`config.mk`:
```
export PLATFORM = sky130hd
export DESIGN_NAME = tpkt_cotp_header_scanner_flat
export DESIGN_NICKNAME = d
export VERILOG_FILES = /design/src/tcs_pkg.sv /design/src/tcs_in_if.sv /design/src/tcs_out_if.sv /design/src/tcs_cfg.sv /design/src/tcs_parse.sv /design/src/tpkt_cotp_header_scanner.sv /design/src/flat_wrapper.sv
export VERILOG_INCLUDE_DIRS = /design/src /design/src/src
export SDC_FILE = /design/constraint.sdc
export NUM_CORES = 1
export LEC_CHECK = 0
export BUFFER_PORTS_ARGS = -buffer_cell sky130_fd_sc_hd__buf_2
export CORE_MARGIN = 2
export CORE_UTILIZATION = 30
export DETAILED_ROUTE_END_ITERATION = 10
export MAX_ROUTING_LAYER = met4
export PLACE_DENSITY = 0.43
export SYNTH_ARGS = -nofsm -noshare
export SYNTH_HDL_FRONTEND = slang
export SYNTH_SLANG_ARGS = --single-unit
export TNS_END_PERCENT = 5
```
`constraint.sdc`:
```
create_clock -name clk -period 7.5 [get_ports clk]
set_input_delay 0 -clock clk [delete_from_list [all_inputs] [get_ports clk]]
set_output_delay 0 -clock clk [all_outputs]
set_load 0.01 [all_outputs]
```
`src/tpkt_cotp_header_scanner_macros.svh`:
```
// Assertion macros shared by the TPKT/COTP header scanner modules.
// Each macro expands to a concurrent assertion, or to nothing when SYNTH is defined.
`ifndef TPKT_COTP_HEADER_SCANNER_MACROS_SVH
`define TPKT_COTP_HEADER_SCANNER_MACROS_SVH

`ifndef SYNTH
// A property that must hold at every clock edge outside reset.
`define TCS_ASSERT(lbl, clk, rstn, prop) \
	lbl: assert property (@(posedge clk) disable iff (!rstn) (prop)) \
		else $error("tcs: assertion failed");
// The consequent must hold in the same cycle as the antecedent.
`define TCS_ASSERT_IMPL(lbl, clk, rstn, ante, cons) \
	lbl: assert property (@(posedge clk) disable iff (!rstn) (ante) |-> (cons)) \
		else $error("tcs: implication failed");
// The consequent must hold in the cycle after the antecedent.
`define TCS_ASSERT_NEXT(lbl, clk, rstn, ante, cons) \
	lbl: assert property (@(posedge clk) disable iff (!rstn) (ante) |=> (cons)) \
		else $error("tcs: next-cycle implication failed");
`else
`define TCS_ASSERT(lbl, clk, rstn, prop)
`define TCS_ASSERT_IMPL(lbl, clk, rstn, ante, cons)
`define TCS_ASSERT_NEXT(lbl, clk, rstn, ante, cons)
`endif

`endif

```
`src/tcs_pkg.sv`:
```
// Package of the TPKT/COTP header scanner: configuration type, register indexes
// and status codes. No dependencies.
`default_nettype none

package tcs_pkg;

	localparam int unsigned CfgIdxW  = 3;
	localparam int unsigned CfgDataW = 16;

	localparam logic [CfgIdxW-1:0] CFG_VERSION_BYTE    = 3'd0;
	localparam logic [CfgIdxW-1:0] CFG_TPKT_MIN_LENGTH = 3'd1;
	localparam logic [CfgIdxW-1:0] CFG_COTP_MIN_LENGTH = 3'd2;
	localparam logic [CfgIdxW-1:0] CFG_CR_TYPE_CODE    = 3'd3;
	localparam logic [CfgIdxW-1:0] CFG_DT_TYPE_CODE    = 3'd4;
	localparam logic [CfgIdxW-1:0] CFG_PROTOCOL_ID     = 3'd5;

	localparam logic [1:0] STATUS_CONT   = 2'd0;
	localparam logic [1:0] STATUS_SEARCH = 2'd1;
	localparam logic [1:0] STATUS_FLUSH  = 2'd2;
	localparam logic [1:0] STATUS_ABORT  = 2'd3;

	typedef struct packed {
		logic [7:0]  version_byte;
		logic [15:0] tpkt_min_length;
		logic [7:0]  cotp_min_length;
		logic [3:0]  cr_type_code;
		logic [3:0]  dt_type_code;
		logic [7:0]  protocol_id;
	} cfg_t;

endpackage

`default_nettype wire

```
`src/tcs_in_if.sv`:
```
// Byte channel of the TPKT/COTP header scanner: one stream byte per item.
// No dependencies.
`default_nettype none

interface tcs_in_if;
	logic       valid;
	logic       ready;
	logic [7:0] data_byte;
	logic       end_of_segment;

	modport source (output valid, output data_byte, output end_of_segment, input ready);
	modport sink (input valid, input data_byte, input end_of_segment, output ready);
endinterface

`default_nettype wire

```
`src/tcs_out_if.sv`:
```
// Result channel of the TPKT/COTP header scanner: one verdict per item.
// No dependencies.
`default_nettype none

interface tcs_out_if;
	logic        valid;
	logic        ready;
	logic [1:0]  status;
	logic [15:0] flush_length;

	modport source (output valid, output status, output flush_length, input ready);
	modport sink (input valid, input status, input flush_length, output ready);
endinterface

`default_nettype wire

```
`src/tcs_cfg.sv`:
```
// Configuration register file of the TPKT/COTP header scanner.
// Depends on tcs_pkg.
`default_nettype none

module tcs_cfg
	import tcs_pkg::*;
(
	input  wire logic                clk,
	input  wire logic                arst_n,
	input  wire logic                cfg_we,
	input  wire logic [CfgIdxW-1:0]  cfg_index,
	input  wire logic [CfgDataW-1:0] cfg_wdata,
	output cfg_t                     cfg
);

	cfg_t cfg_q;

	always_ff @(posedge clk or negedge arst_n) begin
		if (!arst_n) begin
			cfg_q.version_byte    <= 8'd3;
			cfg_q.tpkt_min_length <= 16'd7;
			cfg_q.cotp_min_length <= 8'd2;
			cfg_q.cr_type_code    <= 4'd14;
			cfg_q.dt_type_code    <= 4'd15;
			cfg_q.protocol_id     <= 8'd114;
		end else if (cfg_we) begin
			unique case (cfg_index)
				CFG_VERSION_BYTE:    cfg_q.version_byte    <= cfg_wdata[7:0];
				CFG_TPKT_MIN_LENGTH: cfg_q.tpkt_min_length <= cfg_wdata;
				CFG_COTP_MIN_LENGTH: cfg_q.cotp_min_length <= cfg_wdata[7:0];
				CFG_CR_TYPE_CODE:    cfg_q.cr_type_code    <= cfg_wdata[3:0];
				CFG_DT_TYPE_CODE:    cfg_q.dt_type_code    <= cfg_wdata[3:0];
				CFG_PROTOCOL_ID:     cfg_q.protocol_id     <= cfg_wdata[7:0];
				default: ;
			endcase
		end
	end

	assign cfg = cfg_q;

endmodule

`default_nettype wire

```
`src/tcs_parse.sv`:
```
// Header parser state machine of the TPKT/COTP header scanner: parse state,
// gathered TPKT length and the per-byte verdict. Depends on tcs_pkg.
`default_nettype none
`include "tpkt_cotp_header_scanner_macros.svh"

module tcs_parse
	import tcs_pkg::*;
(
	input  wire logic        clk,
	input  wire logic        arst_n,
	input  wire cfg_t        cfg,
	input  wire logic        step,
	input  wire logic [7:0]  data_byte,
	input  wire logic        end_of_segment,
	output logic [1:0]       status,
	output logic [15:0]      flush_length
);

	localparam logic [3:0] ST_VER      = 4'd0;
	localparam logic [3:0] ST_RSV      = 4'd1;
	localparam logic [3:0] ST_LEN_HI   = 4'd2;
	localparam logic [3:0] ST_LEN_LO   = 4'd3;
	localparam logic [3:0] ST_COTP_LEN = 4'd4;
	localparam logic [3:0] ST_PDU      = 4'd5;
	localparam logic [3:0] ST_REF0     = 4'd6;
	localparam logic [3:0] ST_REF1     = 4'd7;
	localparam logic [3:0] ST_REF2     = 4'd8;
	localparam logic [3:0] ST_REF3     = 4'd9;
	localparam logic [3:0] ST_CLASS    = 4'd10;
	localparam logic [3:0] ST_DT_EOT   = 4'd11;
	localparam logic [3:0] ST_PROTO    = 4'd12;

	logic [3:0]  state_q, state_d;
	logic [15:0] frame_q, frame_d;
	logic [1:0]  verdict;
	logic [15:0] full_len;
	logic [3:0]  pdu_type;
	logic        pdu_bad;

	assign full_len = frame_q | {8'h00, data_byte};
	assign pdu_type = data_byte[7:4];
	// Reserved PDU types and a nonzero flag nibble are refused outright.
	assign pdu_bad  = (pdu_type == 4'h0) || (pdu_type == 4'h3) || (pdu_type == 4'h9)
		|| (pdu_type == 4'hA) || (data_byte[3:0] != 4'h0);

	always_comb begin
		verdict = STATUS_CONT;
		state_d = state_q;
		frame_d = frame_q;
		unique case (state_q)
			ST_VER: begin
				if (data_byte != cfg.version_byte) verdict = STATUS_ABORT;
				else state_d = ST_RSV;
			end
			ST_RSV: begin
				if (data_byte != 8'h00) verdict = STATUS_ABORT;
				else state_d = ST_LEN_HI;
			end
			ST_LEN_HI: begin
				frame_d = {data_byte, 8'h00};
				state_d = ST_LEN_LO;
			end
			ST_LEN_LO: begin
				frame_d = full_len;
				if (full_len < cfg.tpkt_min_length) verdict = STATUS_ABORT;
				else state_d = ST_COTP_LEN;
			end
			ST_COTP_LEN: begin
				if (data_byte < cfg.cotp_min_length) verdict = STATUS_ABORT;
				else state_d = ST_PDU;
			end
			ST_PDU: begin
				// A type equal to both codes is taken as a connection request.
				if (pdu_bad) verdict = STATUS_ABORT;
				else if (pdu_type == cfg.cr_type_code) state_d = ST_REF0;
				else if (pdu_type == cfg.dt_type_code) state_d = ST_DT_EOT;
				else verdict = STATUS_FLUSH;
			end
			ST_REF0, ST_REF1, ST_REF2, ST_REF3: begin
				state_d = state_q + 4'd1;
			end
			ST_CLASS: begin
				verdict = (data_byte == 8'h00 || data_byte == 8'h10) ? STATUS_FLUSH
					: STATUS_ABORT;
			end
			ST_DT_EOT: begin
				if (data_byte[7]) state_d = ST_PROTO;
				else verdict = STATUS_FLUSH;
			end
			ST_PROTO: begin
				verdict = (data_byte == cfg.protocol_id) ? STATUS_FLUSH : STATUS_ABORT;
			end
			default: verdict = STATUS_ABORT;
		endcase

		if (verdict != STATUS_CONT) begin
			state_d = ST_VER;
			frame_d = 16'h0000;
		end
	end

	always_comb begin
		if (verdict == STATUS_CONT) begin
			status       = end_of_segment ? STATUS_SEARCH : STATUS_CONT;
			flush_length = 16'h0000;
		end else begin
			status       = verdict;
			flush_length = (verdict == STATUS_FLUSH) ? frame_q : 16'h0000;
		end
	end

	always_ff @(posedge clk or negedge arst_n) begin
		if (!arst_n) begin
			state_q <= ST_VER;
			frame_q <= 16'h0000;
		end else if (step) begin
			state_q <= state_d;
			frame_q <= frame_d;
		end
	end

	`TCS_ASSERT(a_state_known, clk, arst_n, state_q <= ST_PROTO)
	`TCS_ASSERT_NEXT(a_restart, clk, arst_n, step && (status == STATUS_FLUSH || status == STATUS_ABORT), state_q == ST_VER && frame_q == 16'h0000)
	`TCS_ASSERT_NEXT(a_len_low_clear, clk, arst_n, step && state_q == ST_LEN_HI, frame_q[7:0] == 8'h00)

endmodule

`default_nettype wire

```
`src/tpkt_cotp_header_scanner.sv`:
```
// Top level of the TPKT/COTP header scanner: input register, parser, result register.
// Depends on tcs_pkg, tcs_in_if, tcs_out_if, tcs_cfg and tcs_parse.
//
//   Channel     Role    Payload                         Handshake
//   byte_ch     sink    data_byte[7:0], end_of_segment  valid/ready
//   verdict_ch  source  status[1:0], flush_length[15:0] valid/ready
//   cfg         write   cfg_index[2:0], cfg_wdata[15:0] cfg_we, no wait
//
// Every stream byte yields exactly one verdict: the byte waits in the input register,
// the parser decides it combinationally when it advances, and the verdict sits in the
// result register until taken. A new byte can be taken every cycle unless the result
// register is held by a stall.
// Reset (arst_n low) clears both pipeline valid bits, the parser state and the
// registers to their defaults. When the result register is held by a stall, the
// input register still fills, so one byte is absorbed before byte_ch.ready drops.
`default_nettype none
`include "tpkt_cotp_header_scanner_macros.svh"

module tpkt_cotp_header_scanner
	import tcs_pkg::*;
(
	input  wire logic                clk,
	input  wire logic                arst_n,
	input  wire logic                cfg_we,
	input  wire logic [CfgIdxW-1:0]  cfg_index,
	input  wire logic [CfgDataW-1:0] cfg_wdata,
	tcs_in_if.sink                   byte_ch,
	tcs_out_if.source                verdict_ch
);

	cfg_t        cfg;
	logic        valid_s1;
	logic [7:0]  byte_s1;
	logic        eos_s1;
	logic        advance;
	logic [1:0]  step_status;
	logic [15:0] step_len;
	logic        out_valid_q;
	logic [1:0]  status_q;
	logic [15:0] flen_q;

	tcs_cfg u_cfg (
		.clk       (clk),
		.arst_n    (arst_n),
		.cfg_we    (cfg_we),
		.cfg_index (cfg_index),
		.cfg_wdata (cfg_wdata),
		.cfg       (cfg)
	);

	// The byte in the input register is parsed when the result register can
	// take its verdict: either it is empty or its verdict leaves this cycle.
	assign advance       = valid_s1 && (!out_valid_q || verdict_ch.ready);
	assign byte_ch.ready = !valid_s1 || advance;

	always_ff @(posedge clk or negedge arst_n) begin
		if (!arst_n) begin
			valid_s1 <= 1'b0;
		end else if (byte_ch.ready) begin
			valid_s1 <= byte_ch.valid;
		end
	end

	always_ff @(posedge clk) begin
		if (byte_ch.valid && byte_ch.ready) begin
			byte_s1 <= byte_ch.data_byte;
			eos_s1  <= byte_ch.end_of_segment;
		end
	end

	tcs_parse u_parse (
		.clk            (clk),
		.arst_n         (arst_n),
		.cfg            (cfg),
		.step           (advance),
		.data_byte      (byte_s1),
		.end_of_segment (eos_s1),
		.status         (step_status),
		.flush_length   (step_len)
	);

	always_ff @(posedge clk or negedge arst_n) begin
		if (!arst_n) begin
			out_valid_q <= 1'b0;
		end else if (advance) begin
			out_valid_q <= 1'b1;
		end else if (verdict_ch.ready) begin
			out_valid_q <= 1'b0;
		end
	end

	always_ff @(posedge clk) begin
		if (advance) begin
			status_q <= step_status;
			flen_q   <= step_len;
		end
	end

	assign verdict_ch.valid        = out_valid_q;
	assign verdict_ch.status       = status_q;
	assign verdict_ch.flush_length = flen_q;

	`TCS_ASSERT_IMPL(a_len_only_on_flush, clk, arst_n, out_valid_q && status_q != STATUS_FLUSH, flen_q == 16'h0000)
	`TCS_ASSERT_NEXT(a_accept_fills_s1, clk, arst_n, byte_ch.valid && byte_ch.ready, valid_s1)
	`TCS_ASSERT_NEXT(a_s1_holds, clk, arst_n, valid_s1 && !advance, valid_s1 && $stable(byte_s1) && $stable(eos_s1))

endmodule

`default_nettype wire

```
`src/flat_wrapper.sv`:
```
// flat-port wrapper written by rule: the top's interface ports become plain ports
module tpkt_cotp_header_scanner_flat import tcs_pkg::*;
  (clk, arst_n, cfg_we, cfg_index, cfg_wdata, byte_ch_valid, byte_ch_data_byte, byte_ch_end_of_segment, byte_ch_ready, verdict_ch_valid, verdict_ch_status, verdict_ch_flush_length, verdict_ch_ready);
  tcs_in_if byte_ch_i ();
  tcs_out_if verdict_ch_i ();
  input  wire logic clk;
  input  wire logic arst_n;
  input  wire logic cfg_we;
  input  wire logic [CfgIdxW-1:0] cfg_index;
  input  wire logic [CfgDataW-1:0] cfg_wdata;
  input wire logic [$bits(byte_ch_i.valid)-1:0] byte_ch_valid;
  input wire logic [$bits(byte_ch_i.data_byte)-1:0] byte_ch_data_byte;
  input wire logic [$bits(byte_ch_i.end_of_segment)-1:0] byte_ch_end_of_segment;
  output wire logic [$bits(byte_ch_i.ready)-1:0] byte_ch_ready;
  output wire logic [$bits(verdict_ch_i.valid)-1:0] verdict_ch_valid;
  output wire logic [$bits(verdict_ch_i.status)-1:0] verdict_ch_status;
  output wire logic [$bits(verdict_ch_i.flush_length)-1:0] verdict_ch_flush_length;
  input wire logic [$bits(verdict_ch_i.ready)-1:0] verdict_ch_ready;
  assign byte_ch_i.valid = byte_ch_valid;
  assign byte_ch_i.data_byte = byte_ch_data_byte;
  assign byte_ch_i.end_of_segment = byte_ch_end_of_segment;
  assign byte_ch_ready = byte_ch_i.ready;
  assign verdict_ch_valid = verdict_ch_i.valid;
  assign verdict_ch_status = verdict_ch_i.status;
  assign verdict_ch_flush_length = verdict_ch_i.flush_length;
  assign verdict_ch_i.ready = verdict_ch_ready;
  tpkt_cotp_header_scanner u_core (.clk(clk), .arst_n(arst_n), .cfg_we(cfg_we), .cfg_index(cfg_index), .cfg_wdata(cfg_wdata), .byte_ch(byte_ch_i), .verdict_ch(verdict_ch_i));
endmodule
```
# Yosys cells after proc, flatten, opt, wreduce, memory -nomap -nowiden
# Index checks and enable logic that the tools add are counted.
# W data, S select, Z words.
dict set report word_totals {
  regBits 97
  latchBits 0
  mem_bits_rw 0
  mem_bits_ro 0
  input_bits 33
  out_inout_bits 20
  wordCells 112
  mem_count 0
}
dict set report op_classes {
  n_addsub 1
  mul 0
  div_mod_pow 0
  n_lt_le_gt_ge 2
  n_eq_ne 33
  shifts 0
  muxes 27
  bitwise_logic 2
  n_reduce_logical 33
}
# cell n
set ops {}
lappend ops {{$mux W4} 9}
lappend ops {{$pmux W16 S2} 1}
lappend ops {{$pmux W4 S8} 1}
lappend ops {{$eq A4 B4 Y1 const B} 7}
lappend ops {{$mux W2} 9}
lappend ops {{$pmux W2 S9} 1}
lappend ops {{$eq A4 B3 Y1 const B} 4}
lappend ops {{$lt A16 B16 Y1} 1}
lappend ops {{$mux W16} 1}
lappend ops {{$or A16 B8 Y16} 1}
lappend ops {{$ne A3 B3 Y1 const B} 5}
lappend ops {{$reduce_and A2 Y1} 7}
lappend ops {{$eq A4 B2 Y1 const B} 3}
lappend ops {{$reduce_and A9 Y1} 1}
lappend ops {{$reduce_bool A9 Y1} 1}
lappend ops {{$eq A4 B4 Y1} 2}
lappend ops {{$eq A8 B5 Y1 const B} 1}
lappend ops {{$eq A8 B8 Y1} 1}
lappend ops {{$logic_not A4 Y1} 2}
lappend ops {{$logic_not A8 Y1} 1}
lappend ops {{$lt A8 B8 Y1} 1}
lappend ops {{$ne A8 B8 Y1} 1}
lappend ops {{$reduce_bool A8 Y1} 1}
lappend ops {{$logic_or A1 B1 Y1} 7}
lappend ops {{other kinds (20)} 29}

# Depth between registers and ports, before layout
dict set report depth {
  depth_word 10
  depth_mapped 11
  mapped_depth_nobuf 9
}

# Modules after synthesis
# Synthesis repeated with hierarchy kept, for this count alone.
dict set report hier_totals {
  cells_unflattened 402
  area_unflattened_um2 4882.2
}
# mod n_inst cells_per_inst area_per_inst_um2 seq_area_each_um2
set modules_own_cells {}
lappend modules_own_cells {tcs_parse 1 262 2107.0 500.5}
lappend modules_own_cells {tcs_cfg 1 105 1860.5 1222.4}
lappend modules_own_cells {tpkt_cotp_header_scanner 1 35 914.6 860.8}

# Worst setup path after synthesis
# No wires, ideal clock.
dict set report synth_path {
  path_kind {register -> register}
  startpoint {reg u_core.byte_s1[2]}
  endpoint {reg u_core.u_parse.frame_q[13]}
  setup_time_ns 0.121
  arrival_time_ns 2.451
  required_ns 7.379
  slack_ns 4.928
  stages_incl_launch_ff 11
  path_buffers 1
  synth_period_minus_slack_ns 2.572
  cell_sequence {edfxtp_1 > or2_2 > ha_1 > a21oi_1 > nor2b_1 > o311ai_0 > a21oi_1 > o211a_4 > a21o_4 > buf_6 > a22o_1}
}
dict set report synth_via {
  elab_chain_cells 7
  word_cells_on_any_way 23
  cone_classes {order compare: 2; eq/ne: 3; mux: 9; bitwise: 1; reduce/logical: 8}
}
# item line
set synth_rtl {}
lappend synth_rtl {{start, declared} tpkt_cotp_header_scanner.sv:33} ;# logic [7:0] byte_s1;
lappend synth_rtl {{start signal, assigned} tpkt_cotp_header_scanner.sv:66} ;# byte_s1 <= byte_ch.data_byte;
lappend synth_rtl {{$or A16 B8 Y16 (tied with other cells)} tcs_parse.sv:40} ;# assign full_len = frame_q | {8'h00, data_byte};
lappend synth_rtl {{$lt A16 B16 Y1 (tied with other cells)} tcs_parse.sv:65} ;# if (full_len < cfg.tpkt_min_length) verdict = STATUS_ABORT;
lappend synth_rtl {{$mux W2 (tied with other cells)} tcs_parse.sv:65}
lappend synth_rtl {{$pmux W2 S9 *} tcs_parse.sv:50} ;# unique case (state_q)
lappend synth_rtl {{$reduce_bool A2 Y1 *} tcs_parse.sv:96} ;# if (verdict != STATUS_CONT) begin
lappend synth_rtl {{$reduce_bool A3 Y1 (no source line)} n/a}
lappend synth_rtl {{$reduce_and A2 Y1 (no source line)} n/a}
lappend synth_rtl {{end signal, assigned} tcs_parse.sv:118} ;# frame_q <= frame_d;
lappend synth_rtl {{end, declared} tcs_parse.sv:34} ;# logic [15:0] frame_q, frame_d;
# Mark *: on every way between the ends. The rest lies on a longest branch, timed or not.
# A chain may end at the register's enable or synchronous reset.

# Worst setup path in the final report
dict set report layout_path {
  startpoint {reg u_core.byte_s1[2]}
  endpoint {reg u_core.u_parse.frame_q[8]}
}
# Same word-level chain as after synthesis.

==> impl_metrics.yaml <==
clock_tree:
  clkSinkCount: 97
  clk_latency_ns: 0.36
  path_clk_slew_ns: 0.07
  ctsHtreeMaxLevel: 3
  clockRootBuffer: "clkbuf_16"
  cts_max_path_buffers: 2
  cts_tree: "yes"
  post-cts-setup-buffer-count: 0
  cts_made_buffers: 9
timing:
  fin_ws_ns: 4.64
  fmax_mhz: 350
  rsz0062_at_grt: "no"
  finalHoldWorstSlack_ns: 0.175
  worst_slew_pin_slew_ns: 0.925
  post-route-period-util_pct: 38.1
  slew_viol_final: 0
  setup_viol: 0
  final-hold-violation-count: 0
  setup_tns_ns: 0
  fin_crit_ns: 2.86
  skew_ns: 0.00867
  relSlewSlack_pct: 38.3
placement:
  portBuffers: 52
  gp_congestion: 0.815
  dp_hpwl_um: 8530
  place_ws_ns: 4.62
  placed_cell_area_mm2: 0.00534
power_and_ir_drop:
  power_density_mw_per_mm2: 243
  power.share.clock_pct: 33.4
  sw_frac_of_total_pct: 27.4
  max-vdd-ir-drop_v: 0.000110
  power_leakage_nw: 2.55
  p_sw_uw: 397
  p_int_mw: 1.05
  seqPwrFrac_pct: 47.9
  finalPower_mw: 1.45
  p_comb_share_pct: 18.7
final_layout:
  syn_to_final_growth_pct: 21.9
  diodes: 0
  fillers: 1598
  nets: 566
  final_area_mm2: 0.00594
  drive_gt1_share_pct: 25.0
critical_path:
  r2r_end: "u_core.u_parse.frame_q[8]"
  path_cells: "or2_2 > ha_1 > a21oi_1 > nor2b_1 > o311ai_0 > a21oi_1 > o211a_4 > a21o_4 > a22o_1"
  r2r_start: "u_core.byte_s1[2]"
  worst_path_most_repeated_cell: "a21oi_1"
  crit_type: "flop to flop"
  slowest_delay_ns: 0.60
  start_kind: "flop"
  end_kind: "flop"
  regToRegSetupSlack_ns: 4.64
  arrival_ns: 3.10
  worst-r2r-cell-count: 9
  slowest_stage: "edfxtp_1"
  crit_start: "u_core.byte_s1[2]"
  worstPathMaxFanout: 16
  cp.required_ns: 7.74
  crit_end: "u_core.u_parse.frame_q[8]"
synth:
  syn_nets: 487
  ys_seq_area_share_pct: 53.0
  yosysUniqueCellTypes: 55
  synth-main-ff-cell: "dfrtp_1"
  synthArstFlopShare_pct: 72.2
  synth_area_mm2: 0.00487
  synth_edf_count: 27
  ys_warn_count: 0
  synth_cells: 428
  syn_area_per_cell_um2: 11.4
  synth-seq-cells: 97
status:
  outcome: "finished clean"
floorplanning:
  dieArea_mm2: 0.0173
  die_w_um: 131
  pin_count: 53
  start_util_pct: 30.7
  rows: 46
  dieHeight_um: 131
  core_mm2: 0.0159
detailed_routing:
  ant_nets: 0
  drt_pass1_iterations: 6
  routedWlPerCell_um: 16.6
  drtIter0Drc: 101
  viasPerCell: 4.66
  num_vias: 3390
  drc: 0
  routed_wl_um: 12100
hold_path:
  worstHoldPathType: "primary input to flop"
global_route:
  grt_pass1_vias: 3319
  grt_max_degree: 71
  grt_pass1_wl_um: 19400
  grt-ovfl-total: 0
  track_usage_pct: 15.1
  antenna_found_initial: 0
job:
  maxCapViolCount: 0
==> worst min-delay path by stage <==
| stage | from | to | slack, ns | cells past startpoint |
|---|---|---|---|---|
| 3_3_place_gp | byte_ch_data_byte[2] | u_core.byte_s1[2] | 0.18 | 1 |
| 3_5_place_dp | byte_ch_data_byte[3] | u_core.byte_s1[3] | 0.18 | 1 |
| 2_1_floorplan | arst_n | u_core.u_cfg.cfg[0] | -0.30 | 0 |
| 5_1_grt | cfg_index[1] | u_core.u_cfg.cfg[45] | 0.20 | 3 |
| 6_report | cfg_index[1] | u_core.u_cfg.cfg[43] | 0.17 | 3 |
| 4_1_cts | cfg_index[1] | u_core.u_cfg.cfg[43] | 0.17 | 3 |
==> timing repair <==
action | CTS | global route
gates resized for setup | 0 | 0
setup endpoints to repair | 0 | 0
hold buffers | 29 | 0
endpoints found under the hold margin | 104 | 0
==> synthesized netlist by cell type (2+ instances only) <==
cell | n | area [µm²]
a21o_1 | 3 | 22.5
nand2b_1 | 7 | 43.8
o31ai_1 | 3 | 22.5
nand2_1 | 39 | 146
xnor2_1 | 24 | 210
o21ai_0 | 21 | 105
o211ai_1 | 4 | 30.0
ha_1 | 26 | 325
o22ai_1 | 2 | 12.5
buf_2 | 5 | 25.0
edfxtp_1 | 27 | 811
o21a_1 | 9 | 67.6
a22o_1 | 8 | 70.1
nand3b_1 | 2 | 15.0
nor2_1 | 14 | 52.6
and3_1 | 8 | 50.1
inv_1 | 29 | 109
a32o_1 | 2 | 20.0
o21ai_1 | 10 | 50.1
nor2b_1 | 4 | 25.0
nand3_1 | 2 | 10.0
a21oi_1 | 11 | 55.1
or2_2 | 7 | 43.8
clkbuf_1 | 8 | 30.0
a41oi_1 | 2 | 17.5
and2_1 | 17 | 106
buf_6 | 2 | 22.5
dfrtp_1 | 53 | 1330
dfstp_2 | 17 | 447
mux2_2 | 26 | 293
nor3_1 | 4 | 20.0
a211o_1 | 3 | 26.3
nand4_1 | 7 | 43.8
==> flip-flops by register name (all words and copies together), names as in the netlist <==
signal                          cells
u_core.verdict_ch.valid             1
u_core.eos_s1                       1
u_core.u_parse.frame_q             16
u_core.verdict_ch.flush_length     16
u_core.valid_s1                     1
u_core.u_cfg.cfg                   48
u_core.verdict_ch.status            2
u_core.u_parse.state_q              4
u_core.byte_s1                      8
==> cell usage in the layout (no fill, tap or decap), types with 7 or more instances in the layout <==
cell	count
a21oi_1	11
a22o_1	8
and2_1	17
and3_1	8
buf_2	52
clkbuf_16	9
dfrtp_1	53
dfstp_2	17
dlygate4sd3_1	29
edfxtp_1	27
ha_1	26
inv_1	29
mux2_2	26
nand2_1	39
nand2b_1	7
nand4_1	7
nor2_1	14
o21a_1	9
o21ai_0	21
o21ai_1	10
or2_2	7
xnor2_1	24
==> power groups by stage <==
stage	sequential, mW	clock, mW	combinational [mW]
final	0.692	0.483	0.270
after global routing	0.702	0.523	0.309
after detailed placement	0.705	0	0.262
after CTS	0.694	0.498	0.276
after floorplan	0.682	0	0.192
after global placement	0.704	0	0.259
==> worst max-delay path: cells and delay by family (launching register included) <==
family,cells,cell delay [ns]
AOI/OAI and AO/OA,6,1.39
and+or+nand+nor,2,0.45
adders and majority gates,1,0.30
DFF,1,0.60
==> kinds of logic (layout without fill, tap and decap cells) <==
kind of cell	after synthesis	after routing	synth area share (%)
flip-flops	97	97	53.0
buffers and inverters	45	129	3.90
adder cells (fa/ha/maj)	26	26	6.67
AO/OA/AOI/OAI	86	86	11.9
AND/OR/NAND/NOR	123	123	13.7
XOR/XNOR	25	25	4.77
multiplexers	26	26	6.01
==> final cells by class <==
cell class	instances	area, µm²	area share, %
clock buffer	12	256	4.32
timing repair buffer	83	566	9.52
inverter	30	113	1.90
tap	216	270	4.55
sequential	97	2580	43.5
multi-input combinational	286	2100	35.4
clock inverter	4	52.6	0.884
==> stage by stage <==
step	util [%]	cells
after floorplan	-	428
after global placement	33.6	683
after detailed placement	33.6	683
after CTS	37.4	728
after global routing	37.4	728
final	37.4	728
==> layer usage <==
layer	up-vias	global-route usage [%]	part of all wire [%]
li1	1662	-	-
met1	1647	19.8	48
met2	65	23.1	47
met3	16	3.36	3.6
met4	0	5.13	1.6
met5	-	-	0
Power figures use the tool's default switching activity.
